### src/rtl/i2a_pkg.sv
// integer to ascii converter package: widths, codes, queue entry type
// and the digit to character function; no dependencies
package i2a_pkg;

	localparam int VALUE_W        = 64;
	localparam int FUNC_W         = 2;
	localparam int CHAR_W         = 8;
	localparam int DIGIT_W        = 4;
	localparam int MAX_DIGITS     = 20;
	localparam int BCD_W          = MAX_DIGITS * DIGIT_W;
	localparam int IDX_W          = $clog2(MAX_DIGITS);
	localparam int VALUE_BITS_DEF = 64;
	localparam int QUEUE_DEPTH    = 2;

	localparam logic [CHAR_W-1:0]  CHR_ZERO    = 8'h30;
	localparam logic [CHAR_W-1:0]  CHR_LOWER_A = 8'h61;
	localparam logic [CHAR_W-1:0]  CHR_UPPER_A = 8'h41;
	localparam logic [CHAR_W-1:0]  CHR_MINUS   = 8'h2d;
	localparam logic [DIGIT_W-1:0] DEC_BASE    = 4'd10;
	localparam logic [DIGIT_W-1:0] DD_LIMIT    = 4'd5;
	localparam logic [DIGIT_W-1:0] DD_ADJUST   = 4'd3;

	typedef enum logic [FUNC_W-1:0] {
		FUNC_SDEC = 2'd0,
		FUNC_UDEC = 2'd1,
		FUNC_HEXL = 2'd2,
		FUNC_HEXU = 2'd3
	} func_t;

	typedef enum logic [1:0] {
		ST_IDLE,
		ST_CONV,
		ST_SIGN,
		ST_EMIT
	} back_state_t;

	typedef struct packed {
		logic [VALUE_W-1:0] mag;
		logic               hex;
		logic               upper;
		logic               neg;
	} entry_t;

	function automatic logic [CHAR_W-1:0] digit_char(input logic [DIGIT_W-1:0] d,
			input logic upper);
		logic [CHAR_W-1:0] base_chr;
		base_chr = upper ? CHR_UPPER_A : CHR_LOWER_A;
		if (d < DEC_BASE) begin
			return CHR_ZERO + CHAR_W'(d);
		end else begin
			return base_chr + CHAR_W'(d - DEC_BASE);
		end
	endfunction

endpackage

### src/rtl/integer_to_ascii_converter_top.sv
// integer to ascii converter: leading zero digits are skipped, and in signed decimal a minus
// sign is output before the digits of a negative value; receiver cannot stall, one
// character per cycle from the first shown digit to the last
// the back stage takes one item at a time: pop, double dabble for decimal, the sign when
// negative and the digit walk; a two entry queue buffers the front
// asynchronous active low reset empties the queue and idles the back stage
module integer_to_ascii_converter_top import i2a_pkg::*; #(
	parameter int VALUE_BITS = VALUE_BITS_DEF
) (
	input  logic              clk,
	input  logic              arst_n,
	input  logic              start,
	output logic              busy,
	input  logic [VALUE_W-1:0] value,
	input  logic [FUNC_W-1:0] func,
	output logic              strobe,
	output logic [CHAR_W-1:0] char_code,
	output logic              last_char
);

	logic   push;
	entry_t push_entry;
	logic   push_ready;
	logic   pop;
	logic   head_valid;
	entry_t head_entry;

	i2a_front #(.VALUE_BITS(VALUE_BITS)) u_front (
		.clk        (clk),
		.arst_n     (arst_n),
		.start      (start),
		.busy       (busy),
		.value      (value),
		.func       (func),
		.push       (push),
		.push_entry (push_entry),
		.push_ready (push_ready)
	);

	i2a_queue u_queue (
		.clk        (clk),
		.arst_n     (arst_n),
		.push       (push),
		.push_entry (push_entry),
		.push_ready (push_ready),
		.pop        (pop),
		.head_valid (head_valid),
		.head_entry (head_entry)
	);

	i2a_back #(.VALUE_BITS(VALUE_BITS)) u_back (
		.clk        (clk),
		.arst_n     (arst_n),
		.head_valid (head_valid),
		.head_entry (head_entry),
		.pop        (pop),
		.strobe     (strobe),
		.char_code  (char_code),
		.last_char  (last_char)
	);

endmodule

### src/rtl/i2a_front.sv
// front stage: takes a number and mode, masks, finds sign and magnitude
// depends on i2a_pkg
module i2a_front import i2a_pkg::*; #(
	parameter int VALUE_BITS = VALUE_BITS_DEF
) (
	input  logic               clk,
	input  logic               arst_n,
	input  logic               start,
	output logic               busy,
	input  logic [VALUE_W-1:0] value,
	input  logic [FUNC_W-1:0]  func,
	output logic               push,
	output entry_t             push_entry,
	input  logic               push_ready
);

	logic                  valid_s1;
	entry_t                entry_s1;
	logic [VALUE_BITS-1:0] raw;
	logic [VALUE_BITS-1:0] mag_abs;
	logic                  is_neg;
	logic                  take;
	func_t                 mode;
	entry_t                entry_n;

	assign busy = valid_s1 && !push_ready;
	assign take = start && !busy;
	assign push = valid_s1;
	assign push_entry = entry_s1;

	always_comb begin
		mode = func_t'(func);
		raw = value[VALUE_BITS-1:0];
		is_neg = (mode == FUNC_SDEC) && raw[VALUE_BITS-1];
		mag_abs = is_neg ? (~raw + 1'b1) : raw;
		entry_n.mag = VALUE_W'(mag_abs);
		entry_n.hex = (mode == FUNC_HEXL) || (mode == FUNC_HEXU);
		entry_n.upper = (mode == FUNC_HEXU);
		entry_n.neg = is_neg;
	end

	always_ff @(posedge clk or negedge arst_n) begin
		if (!arst_n) begin
			valid_s1 <= 1'b0;
		end else if (take) begin
			valid_s1 <= 1'b1;
		end else if (push_ready) begin
			valid_s1 <= 1'b0;
		end
	end

	always_ff @(posedge clk) begin
		if (take) begin
			entry_s1 <= entry_n;
		end
	end

endmodule

### src/rtl/i2a_queue.sv
// two entry queue between front and back stages
// depends on i2a_pkg
module i2a_queue import i2a_pkg::*; (
	input  logic   clk,
	input  logic   arst_n,
	input  logic   push,
	input  entry_t push_entry,
	output logic   push_ready,
	input  logic   pop,
	output logic   head_valid,
	output entry_t head_entry
);

	localparam int CNT_W = $clog2(QUEUE_DEPTH + 1);

	entry_t            slot0_q;
	entry_t            slot1_q;
	logic [CNT_W-1:0]  cnt_q;
	logic              do_push;

	assign push_ready = (cnt_q != CNT_W'(QUEUE_DEPTH));
	assign do_push = push && push_ready;
	assign head_valid = (cnt_q != '0);
	assign head_entry = slot0_q;

	always_ff @(posedge clk or negedge arst_n) begin
		if (!arst_n) begin
			cnt_q <= '0;
		end else if (do_push && !pop) begin
			cnt_q <= cnt_q + 1'b1;
		end else if (pop && !do_push) begin
			cnt_q <= cnt_q - 1'b1;
		end
	end

	always_ff @(posedge clk) begin
		if (pop) begin
			if (do_push && cnt_q == CNT_W'(1)) begin
				slot0_q <= push_entry;
			end else begin
				slot0_q <= slot1_q;
			end
			if (do_push && cnt_q == CNT_W'(2)) begin
				slot1_q <= push_entry;
			end
		end else if (do_push) begin
			if (cnt_q == '0) begin
				slot0_q <= push_entry;
			end else begin
				slot1_q <= push_entry;
			end
		end
	end

	assert property (@(posedge clk) disable iff (!arst_n) cnt_q <= CNT_W'(QUEUE_DEPTH))
		else $error("queue count overflow");
	assert property (@(posedge clk) disable iff (!arst_n) pop |-> cnt_q != '0)
		else $error("pop from empty queue");

endmodule

### src/rtl/i2a_back.sv
// back stage: double dabble for decimal, nibble split for hex,
// leading zero skip and character output; depends on i2a_pkg
module i2a_back import i2a_pkg::*; #(
	parameter int VALUE_BITS = VALUE_BITS_DEF
) (
	input  logic              clk,
	input  logic              arst_n,
	input  logic              head_valid,
	input  entry_t            head_entry,
	output logic              pop,
	output logic              strobe,
	output logic [CHAR_W-1:0] char_code,
	output logic              last_char
);

	localparam int CNT_W = (VALUE_BITS > 1) ? $clog2(VALUE_BITS) : 1;

	back_state_t           state_q;
	back_state_t           state_n;
	logic [BCD_W-1:0]      bcd_q;
	logic [BCD_W-1:0]      bcd_adj;
	logic [VALUE_BITS-1:0] sh_q;
	logic [CNT_W-1:0]      cnt_q;
	logic [IDX_W-1:0]      idx_q;
	logic                  started_q;
	logic                  neg_q;
	logic                  upper_q;
	logic [DIGIT_W-1:0]    digit;
	logic                  show;
	logic                  emit;
	logic [CHAR_W-1:0]     emit_char;
	logic                  emit_last;
	logic                  strobe_q;
	logic [CHAR_W-1:0]     char_q;
	logic                  last_q;

	assign strobe = strobe_q;
	assign char_code = char_q;
	assign last_char = last_q;

	always_comb begin
		for (int i = 0; i < MAX_DIGITS; i++) begin
			if (bcd_q[i*DIGIT_W +: DIGIT_W] >= DD_LIMIT) begin
				bcd_adj[i*DIGIT_W +: DIGIT_W] = bcd_q[i*DIGIT_W +: DIGIT_W] + DD_ADJUST;
			end else begin
				bcd_adj[i*DIGIT_W +: DIGIT_W] = bcd_q[i*DIGIT_W +: DIGIT_W];
			end
		end
	end

	assign digit = bcd_q[idx_q*DIGIT_W +: DIGIT_W];
	assign show = started_q || (digit != '0) || (idx_q == '0);

	always_comb begin
		state_n = state_q;
		pop = 1'b0;
		emit = 1'b0;
		emit_char = digit_char(digit, upper_q);
		emit_last = 1'b0;
		case (state_q)
			ST_IDLE: begin
				if (head_valid) begin
					pop = 1'b1;
					state_n = head_entry.hex ? ST_EMIT : ST_CONV;
				end
			end
			ST_CONV: begin
				if (cnt_q == '0) begin
					state_n = neg_q ? ST_SIGN : ST_EMIT;
				end
			end
			ST_SIGN: begin
				emit = 1'b1;
				emit_char = CHR_MINUS;
				state_n = ST_EMIT;
			end
			ST_EMIT: begin
				emit = show;
				emit_last = (idx_q == '0);
				if (idx_q == '0) begin
					state_n = ST_IDLE;
				end
			end
			default: begin
				state_n = ST_IDLE;
			end
		endcase
	end

	always_ff @(posedge clk or negedge arst_n) begin
		if (!arst_n) begin
			state_q <= ST_IDLE;
			strobe_q <= 1'b0;
			started_q <= 1'b0;
		end else begin
			state_q <= state_n;
			strobe_q <= emit;
			if (pop) begin
				started_q <= 1'b0;
			end else if (state_q == ST_EMIT && show) begin
				started_q <= 1'b1;
			end
		end
	end

	always_ff @(posedge clk) begin
		if (emit) begin
			char_q <= emit_char;
			last_q <= emit_last;
		end
		if (pop) begin
			neg_q <= head_entry.neg;
			upper_q <= head_entry.upper;
			idx_q <= IDX_W'(MAX_DIGITS - 1);
			cnt_q <= CNT_W'(VALUE_BITS - 1);
			sh_q <= head_entry.mag[VALUE_BITS-1:0];
			if (head_entry.hex) begin
				bcd_q <= BCD_W'(head_entry.mag[VALUE_BITS-1:0]);
			end else begin
				bcd_q <= '0;
			end
		end else if (state_q == ST_CONV) begin
			bcd_q <= {bcd_adj[BCD_W-2:0], sh_q[VALUE_BITS-1]};
			sh_q <= sh_q << 1;
			cnt_q <= cnt_q - 1'b1;
		end else if (state_q == ST_EMIT && idx_q != '0) begin
			idx_q <= idx_q - 1'b1;
		end
	end

	assert property (@(posedge clk) disable iff (!arst_n)
			strobe_q && last_q |-> state_q == ST_IDLE)
		else $error("last character while conversion still active");
	assert property (@(posedge clk) disable iff (!arst_n)
			strobe_q && last_q |-> char_q != CHR_MINUS)
		else $error("minus sign flagged as last character");

endmodule
### config.mk
export PLATFORM = sky130hd
export DESIGN_NAME = integer_to_ascii_converter_top
export DESIGN_NICKNAME = d
export VERILOG_FILES = /design/src/rtl/i2a_pkg.sv /design/src/rtl/integer_to_ascii_converter_top.sv /design/src/rtl/i2a_front.sv /design/src/rtl/i2a_queue.sv /design/src/rtl/i2a_back.sv
export SDC_FILE = /design/constraint.sdc
export NUM_CORES = 1
export LEC_CHECK = 0
export ABC_AREA = 0
export CAP_MARGIN = 20
export CORE_MARGIN = 5
export CORE_UTILIZATION = 30
export DETAILED_ROUTE_END_ITERATION = 8
export DONT_BUFFER_PORTS = 1
export GPL_ROUTABILITY_DRIVEN = 0
export HOLD_SLACK_MARGIN = 0.1
export PLACE_DENSITY = 0.48
export SYNTH_ARGS = -nofsm -noshare
export SYNTH_HDL_FRONTEND = slang
export SYNTH_SLANG_ARGS = --single-unit
### constraint.sdc
create_clock -name clk -period 13.8 [get_ports clk]
set_input_delay 0 -clock clk [delete_from_list [all_inputs] [get_ports clk]]
set_output_delay 0 -clock clk [all_outputs]
set_load 0.01 [all_outputs]
# Word-level counts from Yosys, hierarchy flattened
# Cells that the tools add are included.
# totals
reg_bits	374
inputBits	69
out_inout_bits	11
# op_classes
n_addsub	28
n_lt_le_gt_ge	21
n_eq_ne	13
shifts	1
n_mux	51
bitwise	2
reduce_logical	35
# ops
cell	n
67-bit 2-to-1 mux	8
64-bit 2-to-1 mux	4
80-bit 2-to-1 mux	2
4-bit by 3-bit >= comparator with 1-bit output, second input constant	20
80-bit by 8-bit variable part select with 4-bit output	1
4-bit by 2-bit adder with 4-bit output, second input constant	19
4-bit 2-to-1 mux	19
64-bit by 1-bit adder with 64-bit output, second input constant	1
64-bit NOT	1
2-bit nonzero test	7
2-bit 2-to-1 mux	6
2-bit equality test, second input constant	5
1-bit logical AND	10
8-bit adder	1
8-bit 2-to-1 mux	1
2-bit case mux with 4 select lines	1
6-bit by 4-bit adder with 7-bit output, first input constant	1
1-bit 2-to-1 mux	7
2-bit logical NOT	3
6-bit logical NOT	1
6-bit 2-to-1 mux	1
2-bit by 1-bit inequality test with 1-bit output, second input constant	3
2-bit inequality test, second input constant	3
3-bit AND reduction	2
other kinds (17)	24

# Logic depth before layout (Yosys ltp)
# depth
ltp_word	7
depth_mapped	13
depth_no_buf	10

# Cells and area by module
# A second synthesis with hierarchy kept.
# unflattened
cells_unflattened	1511
area_unflattened_um2	18515.3
# by_module_without_submodules
mod	n_inst	cells_per_inst	area_each_um2	seq_area_each_um2
i2a_back	1	981	9786.9	4974.8
i2a_queue	1	228	5182.5	4073.9
i2a_front	1	302	3545.9	2037.0

# Worst setup path before layout
# Ideal clock, no wire load.
# synth_timing
kind	reg2reg
from	register u_queue.cnt_q[0]
to	register u_queue.slot1_q[0] (netlist name), enable pin
setup_ns	0.588
arrival_ns	5.752
setup_slack_ns	7.460
stages_incl_launch_ff	5
period_less_slack_ns	6.340
cell_sequence	dfrtp_1 > inv_1 > ha_1 > nor2b_1 > nor3b_1
# synth_between
elab_chain_len	5
elab_cells_between_ends	12
cone_classes	eq/ne: 4; mux: 2; reduce/logical: 6
# synth_rtl
element	line_no	text
start: declaration	i2a_queue.sv:18	logic [CNT_W-1:0] cnt_q;
start signal: assignment	i2a_queue.sv:30	cnt_q <= cnt_q + 1'b1;
start signal: assignment	i2a_queue.sv:32	cnt_q <= cnt_q - 1'b1;
2-bit nonzero test or 2-bit inequality test (tied branches)	i2a_queue.sv:23, i2a_queue.sv:21	
1-bit 2-to-1 mux or 1-bit logical AND (tied branches)	i2a_back.sv:62, i2a_queue.sv:22	
1-bit 2-to-1 mux or 1-bit logical AND (tied branches)	i2a_back.sv:60, i2a_queue.sv:43	
2-bit inequality test (no source line) (tied with other cells)	--	
3-bit AND reduction (no source line) (*)	--	
end signal: assignment	i2a_queue.sv:44	slot1_q <= push_entry;
end signal: assignment	i2a_queue.sv:50	slot1_q <= push_entry;
end: declaration	i2a_queue.sv:17	entry_t slot1_q;
# Every way passes the cells marked *; elsewhere a longest branch is shown, timed or not.
# A chain may end at the register's enable or synchronous reset.

==> impl_metrics.ini <==
[synth]
syn_nets = 1634
synth_edf_count = 356
yosys_warnings = 0
synth_seq_area_share = 0.610
netlist_area_um2 = 18200
synth_cells = 1506
ys.flop_type = edfxtp_1
synth_adder_area_share = 0.0406
synth.area.mux_share = 0.0628
synth_compound_area_frac = 0.0761
async_reset_ff_frac = 0.0187
synth-simple-area-share = 0.128
synth_cell_types = 64
ys_seq_elements = 374
synth_xor_xnor_area_share = 0.0544
avgSynthCellArea_um2 = 12.1
synth_top_family_by_area = simple AND/OR/NAND/NOR gates

[timing]
fmax_mhz = 252
slew_viol_final = 0
maxSlewHeadroom = 0.328
rsz0062_at_grt = no
finalCritPeriodShare = 0.288
min_period_ns = 3.97
finalSetupViolCount = 0
fin_hold_ws_ns = 0.152
hold_violations = 0
clock_skew_ns = 0.0187
setup-tns-final_ns = 0
worst_slew_pin_slew_ns = 1.01

[power_and_ir_drop]
combPwrFrac = 0.340
p_sw_frac = 0.354
p_total_mw = 5.29
sequentialPowerShare = 0.444
power.density_nw_per_um2 = 244
vdd_ir_drop_max_uv = 128
switchingPower_mw = 1.87
pwr-share-clk = 0.216
p_leak_nw = 7.75
internal-power_mw = 3.42

[worst_setup_path]
crit_fanout = 7
cp.required_ns = 14.10
critical_path.top_delay_family = simple AND/OR/NAND/NOR gates
cp_num_cells = 8
arrival_ns = 4.27
r2r_cells = 7
path_cells = dlygate4sd3_1 > or4_1 > nor3_1 > nand4_1 > nor3_1 > a31oi_1 > xor2_1 > dlygate4sd3_1
slowest_delay_ns = 0.79
end_kind = register
critPathSlowestCell = nor3_1
worst-setup-path-type = in2reg
cp_num_buf_inv = 2
start_kind = input port

[route]
drtAntennaViolNets = 0
drc = 0
num_vias = 11424
wl_per_cell_um = 16.7
routed_via_density = 4.70
drt_first_pass_iters = 5
initialDrtViolationCount = 776
wl_mm = 40.6

[grt]
grt_max_degree = 115
track_usage = 0.120
grt_pass1_vias = 11534
grt_pass1_wl_mm = 65.1
overflow = 0
antenna_found_initial = 0

[clock_network]
cts_tree = built
clock_sinks = 374
cts_setup_buffers = 0
root_buffer = clkbuf_16
path_clk_slew_ns = 0.06
ctsHtreeMaxLevel = 2
cts_buffers = 42
clk_latency_ns = 0.56
cts.path.max_buffers = 3

[layout]
fin_nets = 1745
layout_common_cells = edfxtp_1, nand2_1, dlygate4sd3_1
syn2layout_area_growth_pct = 19.2
drive_gt1_frac = 0.104
fin_util = 0.360
final_common_cell = edfxtp_1

[floorplanning]
initial_core_util = 0.302
fp.dieW_um = 256
die_y_um = 256
placementRows = 90
die_area_um2 = 65600
core_area_um2 = 60100
pin_count = 80

[job]
drv_cap = 0

[hold_path]
whs_path_depth = 4
hold_class = in2reg

[place]
portBuffers = 0
hpwl_mm = 26.8

[outcome]
outcome = finished, final reports clean
[what timing repair did]
item | 4_1_cts | 5_1_grt
hold buffers | 119 | 0
gates resized for setup | 0 | 0
endpoints found under the hold margin | 84 | 0
[flip-flops by register name, indices dropped and copies added, names as in the netlist, 2 cells and up]
register            flops
u_back.bcd_q           80
u_front.push_entry     67
u_queue.head_entry     67
u_queue.slot1_q        67
u_back.sh_q            64
u_back.char_code        8
u_back.cnt_q            6
u_back.idx_q            5
u_back.state_q          2
u_queue.cnt_q           2
[final cells by class]
type | count | area (um^2)
fillers | 5976 | 38500
flip-flops and latches | 374 | 11100
multi-input cells | 1006 | 6630
repair buffers | 133 | 1340
clock buffers | 51 | 1120
well taps | 782 | 978
clock inverters | 25 | 290
inverters | 60 | 230
diodes | 1 | 2.50
[path summary, 6_finish.rpt]
check,start,to,slack [ns]
worst max-delay path,value[22],u_front.push_entry[61],9.83
worst min-delay path,value[63],u_front.push_entry[47],0.15
worst max register to register,u_back.state_q[0],u_queue.head_entry[1],9.94
worst min register to register,u_queue.head_entry[0],u_back.neg_q,0.43
max in group asynchronous,arst_n,u_back.started_q,13.08
min in group asynchronous,arst_n,u_back.strobe,0.39
[kinds of logic (layout without fill, tap and decap cells)]
group           Yosys count  in the layout
other cells               1              2
buf+inv                 126            269
compound gates          236            236
xor+xnor                113            113
simple gates            505            505
flops                   374            374
fa+ha+maj                59             59
mux                      92             92
[tightest hold or removal path: stages]
cell	delay, ns
nand2_1	0.03
buf_4	0.25
nor2_1	0.17
xor2_1	0.08
[cell usage after synthesis, drive strengths merged (19+ instances only)]
| cell | number | area, um^2 |
|---|---|---|
| buf | 19 | 101 |
| edfxtp | 356 | 10700 |
| xnor2 | 60 | 526 |
| xor2 | 53 | 464 |
| inv | 60 | 225 |
| nand3 | 70 | 350 |
| ha | 59 | 738 |
| nand2b | 27 | 169 |
| o31ai | 25 | 206 |
| mux2 | 67 | 754 |
| nor3 | 19 | 100 |
| a21oi | 80 | 400 |
| nand2 | 247 | 930 |
| clkbuf | 47 | 176 |
| nor2 | 74 | 278 |
| o21ai | 92 | 460 |
[power by group through the flow]
stage,Sequential (mW),Clock [mW],Combinational [mW]
final,2.35,1.14,1.80
after floorplan,2.29,0,1.38
after CTS,2.36,1.18,1.81
after global placement,2.37,0,1.71
after detailed placement,2.38,0,1.76
after global routing,2.41,1.22,2.05
[per-stage QoR]
stage | setup slack (ns) | instances | area [um^2]
floorplan | 7.46 | 1506 | 18200
global placement | 9.90 | 2234 | 19000
detailed placement | 9.81 | 2234 | 19000
CTS | 9.76 | 2429 | 21600
global route | 9.74 | 2431 | 21700
finish | 9.83 | 2432 | 21700
[per-layer routing]
layer	up-vias	track usage	wire [um]
li1	5664	-	-
met3	52	0.0208	1440
met2	194	0.188	18600
met5	-	0	0
met1	5514	0.172	19700
met4	0	0.0358	882
Note: power is estimated with default switching activity, not from simulation.
